$ cat config.mk
export PLATFORM = sky130hd
export DESIGN_NAME = platform_interrupt_controller
export DESIGN_NICKNAME = d
export VERILOG_FILES = /design/src/rtl/pic_pkg.sv /design/src/rtl/pic_claim.sv /design/src/rtl/pic_core.sv /design/src/rtl/platform_interrupt_controller.sv
export SDC_FILE = /design/constraint.sdc
export NUM_CORES = 1
export LEC_CHECK = 0
export ABC_CLOCK_PERIOD_IN_PS = 8100
export BUFFER_PORTS_ARGS = -buffer_cell sky130_fd_sc_hd__buf_2
export CORE_AREA = 2 2 127 221
export CTS_CLUSTER_SIZE = 10
export DETAILED_ROUTE_END_ITERATION = 10
export DIE_AREA = 0 0 129 223
export MAX_ROUTING_LAYER = met4
export SLEW_MARGIN = 20
export SYNTH_ARGS = -nofsm -noshare
export SYNTH_HDL_FRONTEND = slang
export SYNTH_HIERARCHICAL = 1
export SYNTH_SLANG_ARGS = --single-unit
$ cat constraint.sdc
create_clock -name aclk -period 8.1 [get_ports aclk]
set_input_delay 0.81 -clock aclk [delete_from_list [all_inputs] [get_ports aclk]]
set_output_delay 0.81 -clock aclk [all_outputs]
set_load 0.01 [all_outputs]
$ cat src/rtl/pic_pkg.sv
// Package for the platform interrupt controller: register map, operation and
// status codes, and the request and response types passed between modules.
// No dependencies.
package pic_pkg;

    // Default number of interrupt sources.
    localparam int NUM_SOURCES_DEF = 32;

    // Field widths fixed by the channel definitions.
    localparam int OP_W    = 2;
    localparam int ADDR_W  = 24;
    localparam int SIZE_W  = 2;
    localparam int DATA_W  = 32;
    localparam int LINES_W = 32;

    // Operation codes.
    localparam logic [OP_W-1:0] OP_READ  = 2'd0;
    localparam logic [OP_W-1:0] OP_WRITE = 2'd1;
    localparam logic [OP_W-1:0] OP_LINES = 2'd2;

    // Access size codes; only word accesses are legal.
    localparam logic [SIZE_W-1:0] SIZE_WORD = 2'd2;

    // Register word addresses.
    localparam logic [ADDR_W-1:0] ADDR_PENDING   = 24'h000400;
    localparam logic [ADDR_W-1:0] ADDR_ENABLE    = 24'h000800;
    localparam logic [ADDR_W-1:0] ADDR_THRESHOLD = 24'h080000;
    localparam logic [ADDR_W-1:0] ADDR_CLAIM     = 24'h080001;

    // Response status codes.
    typedef enum logic [1:0] {
        ST_OK       = 2'd0,
        ST_FAULT    = 2'd1,
        ST_MISALIGN = 2'd2
    } status_t;

    // One request as held in the input register.
    typedef struct packed {
        logic [OP_W-1:0]    op;
        logic [ADDR_W-1:0]  word_index;
        logic [SIZE_W-1:0]  access_size;
        logic [DATA_W-1:0]  write_data;
        logic [LINES_W-1:0] line_levels;
    } req_t;

    // One response as produced by the execute logic.
    typedef struct packed {
        logic [DATA_W-1:0] read_data;
        status_t           status;
        logic              irq;
    } rsp_t;

endpackage

$ cat src/rtl/pic_claim.sv
// Claim search for the platform interrupt controller: finds the lowest
// enabled pending source above 0. Depends on pic_pkg.
module pic_claim #(
    parameter int NUM_SOURCES = pic_pkg::NUM_SOURCES_DEF,
    parameter int ID_W        = $clog2(NUM_SOURCES)
) (
    input  logic [NUM_SOURCES-1:0] pending,
    input  logic [NUM_SOURCES-1:0] enable,
    output logic [NUM_SOURCES-1:0] claim_onehot,
    output logic [ID_W-1:0]        claim_id
);
    import pic_pkg::*;

    // Source 0 never takes part in a claim.
    localparam logic [NUM_SOURCES-1:0] SRC_KEEP = {{(NUM_SOURCES-1){1'b1}}, 1'b0};

    logic [NUM_SOURCES-1:0] cand;

    // Isolate the lowest set candidate bit with the two's complement trick.
    always_comb begin
        cand         = pending & enable & SRC_KEEP;
        claim_onehot = cand & (~cand + NUM_SOURCES'(1));
    end

    // Encode the one-hot winner; all zero gives id 0.
    always_comb begin
        claim_id = '0;
        for (int i = 0; i < NUM_SOURCES; i++) begin
            if (claim_onehot[i]) begin
                claim_id = claim_id | ID_W'(i);
            end
        end
    end

endmodule

$ cat src/rtl/pic_core.sv
// Execute stage of the platform interrupt controller: register decode, the
// source state registers and the line update that follows every request.
// Depends on pic_pkg and pic_claim.
module pic_core #(
    parameter int NUM_SOURCES = pic_pkg::NUM_SOURCES_DEF
) (
    input  logic            aclk,
    input  logic            aresetn,
    input  logic            exec_en,
    input  pic_pkg::req_t   req,
    output pic_pkg::rsp_t   rsp
);
    import pic_pkg::*;

    localparam int ID_W = $clog2(NUM_SOURCES);
    localparam logic [NUM_SOURCES-1:0] SRC_KEEP = {{(NUM_SOURCES-1){1'b1}}, 1'b0};

    logic [NUM_SOURCES-1:0] pending_reg,  pending_next;
    logic [NUM_SOURCES-1:0] enable_reg,   enable_next;
    logic [NUM_SOURCES-1:0] inserv_reg,   inserv_next;
    logic [NUM_SOURCES-1:0] lines_reg,    lines_next;

    logic [NUM_SOURCES-1:0] pend_acc;
    logic [NUM_SOURCES-1:0] inserv_acc;
    logic [NUM_SOURCES-1:0] claim_onehot;
    logic [ID_W-1:0]        claim_id;
    logic [NUM_SOURCES-1:0] comp_hit;
    logic [DATA_W-1:0]      rdata;
    status_t                status;
    logic                   is_prio;

    pic_claim #(
        .NUM_SOURCES (NUM_SOURCES),
        .ID_W        (ID_W)
    ) u_claim (
        .pending      (pending_reg),
        .enable       (enable_reg),
        .claim_onehot (claim_onehot),
        .claim_id     (claim_id)
    );

    // Priority registers occupy word addresses 1 up to the last source.
    assign is_prio = (req.word_index != '0) &&
                     (req.word_index < ADDR_W'(NUM_SOURCES));

    // Decode a completion id into a source mask; ids out of range match nothing.
    always_comb begin
        for (int i = 0; i < NUM_SOURCES; i++) begin
            comp_hit[i] = (req.write_data == DATA_W'(i));
        end
    end

    // Register access, then the level update that follows every request.
    always_comb begin
        rdata       = '0;
        status      = ST_OK;
        pend_acc    = pending_reg;
        inserv_acc  = inserv_reg;
        enable_next = enable_reg;
        lines_next  = lines_reg;

        unique case (req.op)
            OP_READ, OP_WRITE: begin
                if (req.access_size != SIZE_WORD) begin
                    status = ST_MISALIGN;
                end else if (req.op == OP_READ) begin
                    priority if (is_prio) begin
                        rdata = DATA_W'(1);
                    end else if (req.word_index == ADDR_PENDING) begin
                        rdata = DATA_W'(pending_reg);
                    end else if (req.word_index == ADDR_ENABLE) begin
                        rdata = DATA_W'(enable_reg);
                    end else if (req.word_index == ADDR_THRESHOLD) begin
                        rdata = '0;
                    end else if (req.word_index == ADDR_CLAIM) begin
                        rdata    = DATA_W'(claim_id);
                        pend_acc = pending_reg & ~claim_onehot;
                    end else begin
                        status = ST_FAULT;
                    end
                end else begin
                    priority if (is_prio) begin
                        status = ST_OK;
                    end else if (req.word_index == ADDR_ENABLE) begin
                        enable_next = req.write_data[NUM_SOURCES-1:0] & SRC_KEEP;
                    end else if (req.word_index == ADDR_THRESHOLD) begin
                        status = ST_OK;
                    end else if (req.word_index == ADDR_CLAIM) begin
                        inserv_acc = inserv_reg & ~(comp_hit & enable_reg);
                    end else begin
                        status = ST_FAULT;
                    end
                end
            end
            OP_LINES: begin
                lines_next = req.line_levels[NUM_SOURCES-1:0];
            end
            default: begin
                status = ST_OK;
            end
        endcase

        // Active lines not in service become pending and enter service.
        pending_next = pend_acc | (lines_next & ~inserv_acc);
        inserv_next  = inserv_acc | lines_next;

        rsp.read_data = rdata;
        rsp.status    = status;
        rsp.irq       = |(pending_next & enable_next);
    end

    // State registers advance once per executed request.
    always_ff @(posedge aclk) begin
        if (!aresetn) begin
            pending_reg <= '0;
            enable_reg  <= '0;
            inserv_reg  <= '0;
            lines_reg   <= '0;
        end else if (exec_en) begin
            pending_reg <= pending_next;
            enable_reg  <= enable_next;
            inserv_reg  <= inserv_next;
            lines_reg   <= lines_next;
        end
    end

endmodule

$ cat src/rtl/platform_interrupt_controller.sv
// Top level of the platform interrupt controller: input register, result
// register and handshake control around the execute stage.
// Depends on pic_pkg and pic_core.

// A simplified interrupt controller for up to 32 level-triggered sources with
// no priorities. Each request is a register read, a register write or an
// update of the source line levels, and gives exactly one response with read
// data, a status code and the interrupt output as it stands after the request.
// A request is captured in an input register and executed from there into a
// result register, which presents the response. The execute stage, including
// the claim search over all sources, is combinational, so one request per
// cycle is sustained as long as responses are taken; a stalled response holds
// one request in the input register before s_ready drops.
module platform_interrupt_controller #(
    parameter int NUM_SOURCES = pic_pkg::NUM_SOURCES_DEF
) (
    input  logic                         aclk,
    input  logic                         aresetn,
    input  logic                         s_valid,
    output logic                         s_ready,
    input  logic [pic_pkg::OP_W-1:0]     s_op,
    input  logic [pic_pkg::ADDR_W-1:0]   s_word_index,
    input  logic [pic_pkg::SIZE_W-1:0]   s_access_size,
    input  logic [pic_pkg::DATA_W-1:0]   s_write_data,
    input  logic [pic_pkg::LINES_W-1:0]  s_line_levels_in,
    output logic                         m_valid,
    input  logic                         m_ready,
    output logic [pic_pkg::DATA_W-1:0]   m_read_data,
    output logic [1:0]                   m_status,
    output logic                         m_irq_out
);
    import pic_pkg::*;

    logic  in_valid_reg;
    req_t  req_reg;
    logic  out_valid_reg;
    rsp_t  rsp_reg;
    rsp_t  rsp_next;
    logic  out_load;
    logic  exec_en;

    // The result register loads when empty or being emptied.
    assign out_load = !out_valid_reg || m_ready;
    assign exec_en  = in_valid_reg && out_load;
    assign s_ready  = !in_valid_reg || exec_en;

    pic_core #(
        .NUM_SOURCES (NUM_SOURCES)
    ) u_core (
        .aclk    (aclk),
        .aresetn (aresetn),
        .exec_en (exec_en),
        .req     (req_reg),
        .rsp     (rsp_next)
    );

    // Valid flags for the two stages.
    always_ff @(posedge aclk) begin
        if (!aresetn) begin
            in_valid_reg  <= 1'b0;
            out_valid_reg <= 1'b0;
        end else begin
            if (s_ready) begin
                in_valid_reg <= s_valid;
            end
            if (out_load) begin
                out_valid_reg <= in_valid_reg;
            end
        end
    end

    // Payload registers.
    always_ff @(posedge aclk) begin
        if (s_valid && s_ready) begin
            req_reg.op          <= s_op;
            req_reg.word_index  <= s_word_index;
            req_reg.access_size <= s_access_size;
            req_reg.write_data  <= s_write_data;
            req_reg.line_levels <= s_line_levels_in;
        end
        if (exec_en) begin
            rsp_reg <= rsp_next;
        end
    end

    assign m_valid     = out_valid_reg;
    assign m_read_data = rsp_reg.read_data;
    assign m_status    = rsp_reg.status;
    assign m_irq_out   = rsp_reg.irq;

    // An error response never carries read data.
    a_err_no_data: assert property (@(posedge aclk) disable iff (!aresetn)
        (m_valid && (m_status != ST_OK)) |-> (m_read_data == '0))
        else $error("error response with nonzero read data");

    // The unused status code is never produced.
    a_status_legal: assert property (@(posedge aclk) disable iff (!aresetn)
        m_valid |-> (m_status != 2'd3))
        else $error("illegal status code");

    // An empty input register always takes a new request.
    a_ready_empty: assert property (@(posedge aclk) disable iff (!aresetn)
        !in_valid_reg |-> s_ready)
        else $error("input stage empty but not ready");

    // A request held back by a stalled result stays in the input register.
    a_stall_exec: assert property (@(posedge aclk) disable iff (!aresetn)
        (in_valid_reg && out_valid_reg && !m_ready) |=> in_valid_reg)
        else $error("stalled request lost");

endmodule
* Yosys cells after proc, flatten, opt, wreduce, memory -nomap -nowiden
Index checks and enable logic that the tools add are counted.
** Operators by class
- Add/sub/neg operators :: 1
- $lt $le $gt $ge :: 1
- Eq/ne operators :: 41
- Mux-type cells :: 212
- Bitwise gates (word level) :: 13
- Reduce and logical (&&, ||, !) cells :: 12
** Operator list (number)
- $mux 32 :: 122
- $eq 32x5->1 const B :: 16
- $eq 32x4->1 const B :: 8
- $and 32x32->32 :: 7
- $eq 32x3->1 const B :: 4
- $not 32->32 :: 4
- $mux 2 :: 55
- $mux 5 :: 17
- $eq 32x2->1 const B :: 2
- $or 32x32->32 :: 2
- $eq 24x20->1 const B :: 2
- $add 32x1->32 const B :: 1
- $eq 32x1->1 const B :: 1
- $logic_not 32->1 :: 1
- $mux 4 :: 8
- $reduce_or 32->1 :: 1
- $eq 24x11->1 const B :: 1
- $eq 24x12->1 const B :: 1
- $lt 24x6->1 const B :: 1
- $reduce_bool 24->1 :: 1
- $mux 3 :: 4
- $mux 1 :: 6
- $ne 2x1->1 const B :: 3
- $logic_and 1x1->1 :: 3
- 7 further kinds :: 9
** Word-level totals
- Flip-flop bits (word level) :: 257
- Input bits :: 96
- Output and inout bits :: 37
- Logic and storage cells :: 294

* Logic depth before layout (Yosys ltp)
Gate-level depths: netlist of the first run.
- Depth after elaboration :: 70
- Mapped depth :: 14

* Cells and area by module
Netlist of the first run, hierarchy kept.
** By module, submodules not included
- pic_core :: instances 1, cells an instance 943, area each 7149.4 um^2, seq. area each 2562.5 um^2
- platform_interrupt_controller :: instances 1, cells an instance 136, area each 3917.5 um^2, seq. area each 3853.7 um^2
- pic_claim :: instances 1, cells an instance 149, area each 853.3 um^2, seq. area each 0.0 um^2

* Least setup slack after synthesis of the first run
Ideal clock, no wire load.
- Path kind :: input to register
- Start :: in m_ready
- End :: reg req_reg[0] (netlist name), enable pin
- Library setup time :: 0.573 ns
- Data arrival time :: 5.316 ns
- Setup slack :: 2.211 ns
- Cell stages on the path :: 2
- Path through :: nor2b_4 > a21oi_1
** On the way
- Longest elaborated chain between the ends :: 4
** RTL lines
- start: declaration :: line platform_interrupt_controller.sv:27 : input logic m_ready,
- $logic_or 1x1->1 :: line platform_interrupt_controller.sv:43 : assign out_load = !out_valid_reg || m_ready;
- $logic_and 1x1->1 :: line platform_interrupt_controller.sv:44 : assign exec_en = in_valid_reg && out_load;
- $logic_or 1x1->1 :: line platform_interrupt_controller.sv:45 : assign s_ready = !in_valid_reg || exec_en;
- $logic_and 1x1->1 :: line platform_interrupt_controller.sv:74 : if (s_valid && s_ready) begin
- end: declaration :: line platform_interrupt_controller.sv:35 : req_t req_reg;
No other way between the ends.
A chain may end at the register's enable or synchronous reset.

==> results of run 1 <==
cells in the mapped netlist, types with 3 or more instances:
cell type / count / area, um^2
and3_1: 9 / 56.3
a21oi_1: 94 / 470
nor4_2: 4 / 50.1
nand2b_1: 23 / 144
nand3_1: 39 / 195
or3_1: 4 / 25.0
and4_1: 5 / 43.8
o2bb2ai_1: 4 / 35.0
a2bb2oi_1: 4 / 35.0
buf_2: 5 / 25.0
edfxtp_1: 127 / 3810
nor4b_1: 3 / 26.3
inv_1: 16 / 60.1
a22o_1: 4 / 35.0
o221ai_1: 3 / 26.3
a31oi_1: 5 / 31.3
a222oi_1: 9 / 90.1
clkbuf_1: 49 / 184
nand4_1: 23 / 144
o211a_1: 3 / 30.0
o31a_1: 6 / 52.6
a22oi_1: 43 / 323
mux2i_1: 41 / 410
mux2_2: 13 / 146
a211oi_1: 48 / 360
o21ai_0: 33 / 165
dfxtp_1: 130 / 2600
and2_1: 9 / 56.3
nor4_1: 18 / 113
nand2_1: 178 / 668
o22ai_1: 6 / 37.5
nor2_1: 153 / 574
o31ai_1: 6 / 45.0
buf_1: 6 / 22.5
a21boi_0: 8 / 60.1
a21o_1: 5 / 37.5
nor3_1: 25 / 125
nor2b_1: 11 / 68.8
a211o_1: 5 / 43.8
or4_1: 5 / 37.5
cell usage in the layout, fill, tap and decap left out, types with 16 or more instances in the layout:
master	Yosys	final
buf_2	5	132
nor4_1	18	16
a211oi_1	48	48
a21oi_1	94	93
inv_1	16	16
nor2_1	153	152
edfxtp_1	127	127
clkbuf_1	49	22
nand2_1	178	178
nand4_1	23	23
nand2b_1	23	23
buf_4	1	20
nor3_1	25	25
clkbuf_16	0	31
mux2i_1	41	41
dfxtp_1	130	130
o21ai_0	33	33
nand3_1	39	39
a22oi_1	43	43
cell type report:
| cell class | instances | share of cell area, % |
|---|---|---|
| clock buffers | 54 | 6.28 |
| clock inverters | 2 | 0.0991 |
| inverters | 18 | 0.495 |
| multi-input cells | 892 | 37.8 |
| flip-flops and latches | 257 | 46.2 |
| well taps | 369 | 3.32 |
| repair buffers | 152 | 5.84 |
per-stage QoR:
stage          worst slack [ps]  util, %
2_1_floorplan              2210        -
3_3_place_gp               4090     48.0
3_5_place_dp               4040     48.0
4_1_cts                    4020     51.2
5_1_grt                    3700     51.2
6_report                   3880     51.2
worst paths after layout:
| check | from | to | slack [ps] | cells after the start |
|---|---|---|---|---|
| setup / recovery | u_core/enable_reg[3] | m_irq_out | 3880 | 12 |
| setup reg to reg | u_core/enable_reg[3] | m_irq_out | 3880 | 12 |
| hold reg to reg | u_core/lines_reg[31] | u_core/lines_reg[31] | 460 | 2 |
| hold / removal | s_write_data[9] | req_reg[41] | 410 | 1 |
layer usage:
| layer | share of wire (%) | track usage [%] |
|---|---|---|
| met2 | 48 | 48.3 |
| met4 | 7.3 | 18.7 |
| met5 | 0 | - |
| met3 | 5.6 | 3.14 |
| met1 | 39 | 36.2 |
worst reg2reg max path, cell delays in order, from the launching register on:
cell and delay (ps):
dfxtp_1 380, a222oi_1 560, and3_1 450, and3_1 420
nand2_1 160, nor2_1 150, inv_1 90, o31a_1 290
a211oi_1 410, o22ai_1 240, a211o_1 310, nor4_1 360
nand4_1 140
cell families (layout without fill, tap and decap cells):
family / Yosys count / count (layout) / synth area share [%]
AOI/OAI and AO/OA: 308 / 308 / 17.3
buffers and inverters: 79 / 226 / 2.57
DFF: 257 / 257 / 53.8
muxes: 54 / 54 / 4.67
other: 1 / 1 / 0.0315
and+or+nand+nor: 529 / 529 / 21.6
power by group through the flow:
stage | Combinational (W) | Sequential, W | Clock, W
global route | 0.000238 | 0.00148 | 0.00131
CTS | 0.000218 | 0.00148 | 0.00127
global placement | 0.000215 | 0.00150 | 0
detailed placement | 0.000217 | 0.00150 | 0
floorplan | 0.000127 | 0.00149 | 0
finish | 0.000219 | 0.00148 | 0.00124
==> flow_metrics.py, run 1 <==
metrics = {
    "outcome": {
        "outcome": "finished, final reports clean",
    },
    "power": {
        "swShare_pct": 24.1,
        "net-switching-power_w": 0.000708,
        "p_comb_share_pct": 7.5,
        "power_w": 0.00293,
        "p_clk_share_pct": 42.2,
        "sequentialPowerShare_pct": 50.3,
        "power_leakage_nw": 4.96,
        "p_per_area_nw_per_um2": 211,
        "p_int_w": 0.00223,
        "ir_worst_vdd_mv": 0.165,
    },
    "route": {
        "wire_per_inst_um": 24.2,
        "first_iter_violations": 1118,
        "vias": 10500,
        "via_per_inst": 6.03,
        "first_pass_iters": 7,
        "wirelength_mm": 42.3,
        "route.detailed.drc": 0,
        "drtAntennaViolNets": 0,
    },
    "synth": {
        "async_flop_share_pct": 0,
        "netlist_area_um2": 11900,
        "synth-edff-count": 127,
        "synth-main-ff-cell": "dfxtp_1",
        "synthCells": 1228,
        "syn_nets": 1324,
        "yosysWarnings": 6,
        "ys_seq_area_share_pct": 53.8,
        "postSynthRegisterBits": 257,
        "syn_area_per_cell_um2": 9.71,
        "synth_cell_types": 77,
    },
    "cells_and_area": {
        "num_antenna_cells": 0,
        "final_nets": 1447,
        "largest_reg_flops": 92,
        "drive_gt1_share_pct": 16.6,
        "instances_no_fill": 1744,
        "area_delta_synth_final_pct": 16.6,
        "multi_input_area_um2": 5250,
        "regArea_um2": 6420,
        "final_area_um2": 13900,
        "fillers": 2588,
    },
    "global_routing": {
        "grt_max_degree": 90,
        "grt.total_usage_pct": 30.1,
        "gr-total-overflow": 0,
        "grt_pass1_vias": 10100,
        "antenna_found_initial": 1,
        "grt_first_pass_wirelength_mm": 62.6,
    },
    "sta": {
        "hold_viol": 0,
        "slew_violations": 0,
        "fin_hold_ws_ps": 415,
        "rsz0062_at_grt": "false",
        "relSlewSlack_pct": 23.8,
        "fin_tns_setup_ps": 0,
        "tightest_slew_ps": 1130,
        "skew_ps": 22.5,
        "finalSetupViolations": 0,
        "fin_crit_sh_pct": 52.2,
        "period_needed_ps": 4220,
        "max_freq_mhz": 237,
    },
    "clock_network": {
        "cts_tree": "yes",
        "htreeDepth": 1,
        "cts_sinks": 257,
        "clk_latency_ps": 570,
        "cts_buffers": 30,
        "root_buffer": "clkbuf_16",
        "cts_hold_buffers": 0,
        "cts_buffer_depth": 3,
        "clk_pin_slew_worst_paths_ps": 60,
        "post_cts_resized": 0,
        "cts_setup_buffers": 0,
    },
    "die": {
        "core_area_um2": 27100,
        "dieWidth_um": 129,
        "dieHeight_um": 223,
        "core.rowCount": 80,
        "top_level_ports": 133,
        "initial_core_util_pct": 43.9,
        "die_area_um2": 28800,
    },
    "placed_design": {
        "place_area_um2": 13000,
        "dp_cells": 1688,
        "io_buffers": 132,
        "gp_congestion": 1.04,
        "place_hpwl_mm": 31.0,
    },
    "setup_path": {
        "crit_top_cell": "and3_1",
        "cp.arrival_ps": 4520,
        "path_cells": "a222oi_1 -> and3_1 -> and3_1 -> nand2_1 -> nor2_1 -> inv_1 -> o31a_1 -> a211oi_1 -> o22ai_1 -> a211o_1 -> nor4_1 -> nand4_1",
        "slowest_delay_ps": 560,
        "path_buf_inv": 1,
        "crit_fanout": 8,
        "startpoint_type": "flop",
        "critical-path-top-delay-family": "compound AO/OA/AOI/OAI gates",
        "crit_slowest_cell": "a222oi_1",
        "worstSetupPathType": "flop to flop",
        "critical_path_required_ps": 8400,
        "cp-end-kind": "flop",
    },
    "hold_path": {
        "hold_path_class": "primary input to flop",
    },
    "run": {
        "max-cap-violations": 0,
    },
}
Power figures use the tool's default switching activity.
==> run 2, diff against run 1 <==
Settings changed: ABC_CLOCK_PERIOD_IN_PS 8100 to 3450, PLACE_DENSITY set to 0.65.
Clock period 8.1 ns to 3.45 ns, I/O delays scaled along.
==> run 2 against run 1 <==
  * Core utilization up 7.7 points
  * Final cell count rose by 13%
  * Via count up 8.8%
  * Clock power up 120%
  * First-iteration DRC count is 0.98% higher
  * Die area unchanged
  * Register-to-register slack worse by 3700 ps
  * Critical path depth fell by 3
  * Global-route usage grew 2.9 points
  * Maximum frequency up 28%
  * Flip-flop and latch count unchanged
  * Critical endpoint unchanged
  * Largest power group unchanged
==> flow_metrics.py, run 2 (synthesis gave the netlist of run 1 again) <==
metrics = {
    "sta": {
        "finalSetupViolations": 0,
        "skew_ps": 13.2,
        "slew_violations": 0,
        "period_needed_ps": 3300,
        "hold_viol": 0,
        "relSlewSlack_pct": 38.9,
        "fin_ws_ps": 147,
        "max_freq_mhz": 303,
        "fin_tns_setup_ps": 0,
        "fin_crit_sh_pct": 95.7,
        "tightest_slew_ps": 915,
        "fin_hold_ws_ps": 100,
    },
    "global_routing": {
        "antenna_found_initial": 2,
        "gr-total-overflow": 0,
        "grt_max_degree": 168,
        "grt_pass1_vias": 11200,
        "grt.total_usage_pct": 33.0,
        "grt_first_pass_wirelength_mm": 68.6,
    },
    "cells_and_area": {
        "multi_input_area_um2": 5320,
        "final_util_pct": 58.9,
        "final_cell_mix": "nand2_1 (176), buf_4 (155), nor2_1 (152)",
        "final_nets": 1680,
        "drive_gt1_share_pct": 23.5,
        "layout_commonest_cell": "nand2_1",
        "area_delta_synth_final_pct": 34.0,
        "largest_reg_flops": 92,
        "regArea_um2": 6420,
        "fillers": 2358,
    },
    "run": {
        "max-cap-violations": 0,
    },
    "clock_network": {
        "cts_sinks": 257,
        "cts_buffer_depth": 3,
        "root_buffer": "clkbuf_16",
        "htreeDepth": 1,
        "clk_pin_slew_worst_paths_ps": 60,
        "cts_tree": "yes",
        "cts_buffers": 29,
        "clk_latency_ps": 560,
    },
    "setup_path": {
        "crit_fanout": 5,
        "worstSetupPathType": "flop to flop",
        "cp-end-kind": "flop",
        "startpoint_type": "flop",
        "cp.arrival_ps": 3720,
        "critical_path_required_ps": 3870,
    },
    "route": {
        "via_per_inst": 5.79,
        "drtAntennaViolNets": 0,
        "first_iter_violations": 1129,
        "route.detailed.drc": 0,
        "vias": 11400,
        "wirelength_mm": 45.8,
        "wire_per_inst_um": 23.2,
        "first_pass_iters": 7,
    },
    "die": {
        "dieWidth_um": 129,
        "die_area_um2": 28800,
        "dieHeight_um": 223,
        "core.rowCount": 80,
        "core_area_um2": 27100,
        "top_level_ports": 133,
        "initial_core_util_pct": 43.9,
    },
    "placed_design": {
        "place_hpwl_mm": 33.0,
        "gp_congestion": 1.04,
        "place_ws_ps": -162,
        "io_buffers": 132,
    },
    "power": {
        "ir_worst_vdd_mv": 0.422,
        "power_w": 0.00694,
        "p_per_area_nw_per_um2": 435,
        "power_leakage_nw": 6.06,
    },
    "outcome": {
        "outcome": "finished, final reports clean",
    },
    "hold_path": {
        "hold_path_class": "primary input to flop",
    },
}
==> run 2: changes by cell type in the layout (fill, tap and decap cells not counted), sizes merged <==
cell | before | now
dlygate4sd3 | 0 | 92
clkinv | 3 | 1
clkbuf | 54 | 52
diode | 0 | 3
buf | 152 | 294
==> run 2: final cells by class <==
class                           instances  share of cell area, %
Clock buffer                           52                   5.09
Inverter                               18                  0.431
Tap cell                              369                   2.89
Antenna cell                            3                 0.0470
Multi-Input combinational cell        892                   33.3
Timing Repair Buffer                  386                   18.1
Sequential cell                       257                   40.2
==> run 2: routing by layer <==
layer | GRT usage (%) | up-vias | part of all wire [%]
met3 | 4.32 | 174 | 6.4
met4 | 19.5 | 0 | 7.1
met1 | 38.3 | 5398 | 37
met2 | 54.2 | 588 | 49
li1 | - | 5284 | -
met5 | - | - | 0
==> run 2: critical path, cell delays in order, from the launching register on <==
cell,delay (ps)
edfxtp_1,470
or4_1,660
nor3_1,530
nand3_1,380
buf_4,240
o31ai_1,450
a22oi_1,170
o221ai_1,110
nor4_1,90
nand4_1,80
==> run 2: per-stage QoR <==
| stage | instance area (um^2) | instances |
|---|---|---|
| after global placement | 14100 | 1825 |
| after global routing | 16000 | 1977 |
| after floorplan | 11900 | 1228 |
| final | 16000 | 1977 |
| after detailed placement | 14100 | 1825 |
| after CTS | 15900 | 1969 |
==> run 2: final timing paths <==
path / startpoint / to / slack (ps) / depth (start not counted)
max: req_reg[36] / m_irq_out / 150 / 9
min: s_valid / in_valid_reg / 100 / 3
max reg2reg: req_reg[36] / m_irq_out / 150 / 9
min reg2reg: u_core/lines_reg[24] / u_core/lines_reg[24] / 460 / 2
==> run 2: power breakdown <==
part           internal (W)  switching [W]
registers           0.00336       0.000103
clock network       0.00156        0.00120
logic              0.000331       0.000388
==> run 2: timing repair <==
item,in CTS,in global routing
hold buffers,92,0
setup buffers,0,5
setup endpoints to repair,1,1
hold endpoints to repair,92,0
pin swaps,0,4
resized for setup,2,14
==> run 3, diff against run 2 <==
Settings changed: REMOVE_ABC_BUFFERS set to 1.
==> run 3 against run 2 <==
  * Sequential power hardly changed
  * Flip-flop and latch count is the same
  * Critical path type unchanged
  * Register-to-register slack lost 60 ps
  * Maximum frequency fell by 1.8%
  * Core utilization down 0.76 points
  * Non-clock buffer count decreased by 25
  * Via count fell by 0.82%
==> flow_metrics.py, run 3 (synthesis gave the netlist of run 1 again) <==
metrics = {
    "route": {
        "wirelength_mm": 45.7,
        "drtAntennaViolNets": 0,
        "via_per_inst": 5.82,
        "first_pass_iters": 8,
        "first_iter_violations": 1060,
        "route.detailed.drc": 0,
        "vias": 11400,
        "wire_per_inst_um": 23.4,
    },
    "setup_path": {
        "crit_top_cell": "buf_4",
        "path_cells": "or4_1 -> nor4_4 -> and2_1 -> buf_4 -> a21boi_0 -> a211oi_2 -> buf_4 -> o2bb2ai_1 -> a211oi_1 -> a31o_1 -> nand4_1",
        "slowest_delay_ps": 700,
        "critical_path_required_ps": 3750,
        "startpoint_type": "flop",
        "r2r_start": "req_reg[70]",
        "cp.arrival_ps": 3660,
        "worstSetupPathType": "flop to flop",
        "crit-reg2reg-capture": "m_irq_out",
        "crit_slowest_cell": "or4_1",
        "rrSetupSlack_ps": 90,
        "rr_worst_depth": 11,
        "crit_fanout": 6,
        "cp-end-kind": "flop",
    },
    "clock_network": {
        "clk_latency_ps": 570,
        "clk_pin_slew_worst_paths_ps": 70,
        "cts_buffer_depth": 3,
        "cts_sinks": 257,
        "htreeDepth": 1,
        "root_buffer": "clkbuf_16",
        "cts_tree": "yes",
        "cts_buffers": 29,
    },
    "die": {
        "initial_core_util_pct": 43.9,
        "top_level_ports": 133,
        "dieHeight_um": 223,
        "core.rowCount": 80,
        "die_area_um2": 28800,
        "core_area_um2": 27100,
        "dieWidth_um": 129,
    },
    "cells_and_area": {
        "instances_no_fill": 1950,
        "final_cell_mix": "nand2_1 (177), nor2_1 (151), buf_4 (133)",
        "fillers": 2372,
        "final_nets": 1655,
        "final_util_pct": 58.1,
        "drive_gt1_share_pct": 22.3,
        "final_area_um2": 15800,
        "largest_reg_flops": 92,
        "num_antenna_cells": 0,
        "layout_commonest_cell": "nand2_1",
        "area_delta_synth_final_pct": 32.2,
    },
    "sta": {
        "max_freq_mhz": 297,
        "tightest_slew_ps": 713,
        "fin_tns_setup_ps": 0,
        "fin_ws_ps": 86.7,
        "period_needed_ps": 3360,
        "hold_viol": 0,
        "relSlewSlack_pct": 52.1,
        "fin_crit_sh_pct": 97.5,
        "skew_ps": 27.1,
        "finalSetupViolations": 0,
        "slew_violations": 0,
    },
    "global_routing": {
        "grt_max_degree": 93,
        "grt_first_pass_wirelength_mm": 67.2,
        "grt.total_usage_pct": 32.3,
        "antenna_found_initial": 0,
        "gr-total-overflow": 0,
        "grt_pass1_vias": 11300,
    },
    "placed_design": {
        "place_ws_ps": -55.3,
        "gp_congestion": 1.01,
        "place_area_um2": 13900,
        "place_hpwl_mm": 33.0,
        "dp_cells": 1804,
        "io_buffers": 132,
    },
    "outcome": {
        "outcome": "finished, final reports clean",
    },
    "run": {
        "max-cap-violations": 0,
    },
    "hold_path": {
        "worstHoldStart": "s_valid",
        "hold_depth": 3,
        "hold_path_class": "primary input to flop",
        "hold-path-endpoint": "in_valid_reg",
    },
    "power": {
        "ir_worst_vdd_mv": 0.375,
        "power_leakage_nw": 5.95,
        "p_per_area_nw_per_um2": 438,
    },
}
==> run 3: per-stage QoR <==
stage	hold slack [ps]	power (W)
2_1_floorplan	434	0.00381
3_3_place_gp	441	0.00409
3_5_place_dp	447	0.00410
4_1_cts	55.5	0.00694
5_1_grt	90.6	0.00713
6_report	70.3	0.00691
==> run 3: worst max path at each step <==
stage,endpoint,from,cells after the start
final,m_irq_out,req_reg[70],11
after floorplan,u_core/enable_reg[0],m_valid,4
after global placement,m_irq_out,req_reg[70],11
after CTS,m_irq_out,u_core/pending_reg[3],12
after global routing,m_irq_out,u_core/pending_reg[3],11
after detailed placement,m_irq_out,req_reg[70],11
==> run 3: routing by layer <==
| layer | wire [um] | vias to the layer above | global-route usage, % |
|---|---|---|---|
| li1 | - | 5231 | - |
| met1 | 16700 | 5460 | 35.3 |
| met2 | 23900 | 517 | 57.0 |
| met3 | 2410 | 142 | 3.53 |
| met4 | 2720 | 0 | 16.9 |
| met5 | 0 | - | - |
==> run 3: worst max-delay path: cells and delay by family (launching register included) <==
kind	cells	cell delay (ps)
and+or+nand+nor	4	1340
AOI/OAI and AO/OA	5	1010
DFF	1	380
buffers and inverters	2	370
==> run 3: area by class of cell <==
cell class | instances | area, um^2 | share of cell area, %
repair buffers | 361 | 2660 | 16.9
clock buffers | 52 | 822 | 5.22
inverters | 18 | 68.8 | 0.437
well taps | 369 | 462 | 2.93
flip-flops and latches | 257 | 6420 | 40.7
multi-input cells | 892 | 5330 | 33.8
clock inverters | 1 | 8.76 | 0.0556
==> run 3: what timing repair did <==
action                                  in CTS  in global routing
buffers inserted                             0                  1
endpoints found under the setup margin       1                  1
hold endpoints to repair                    92                  0
gates resized for setup                      1                 15
pin swaps                                    0                  3
hold buffers                                92                  0
==> run 3: power by group <==
part / leakage [nW] / internal, W / switching, W
combinational: 3.28 / 0.000305 / 0.000369
sequential: 2.28 / 0.00336 / 0.000105
clock: 0.395 / 0.00159 / 0.00119
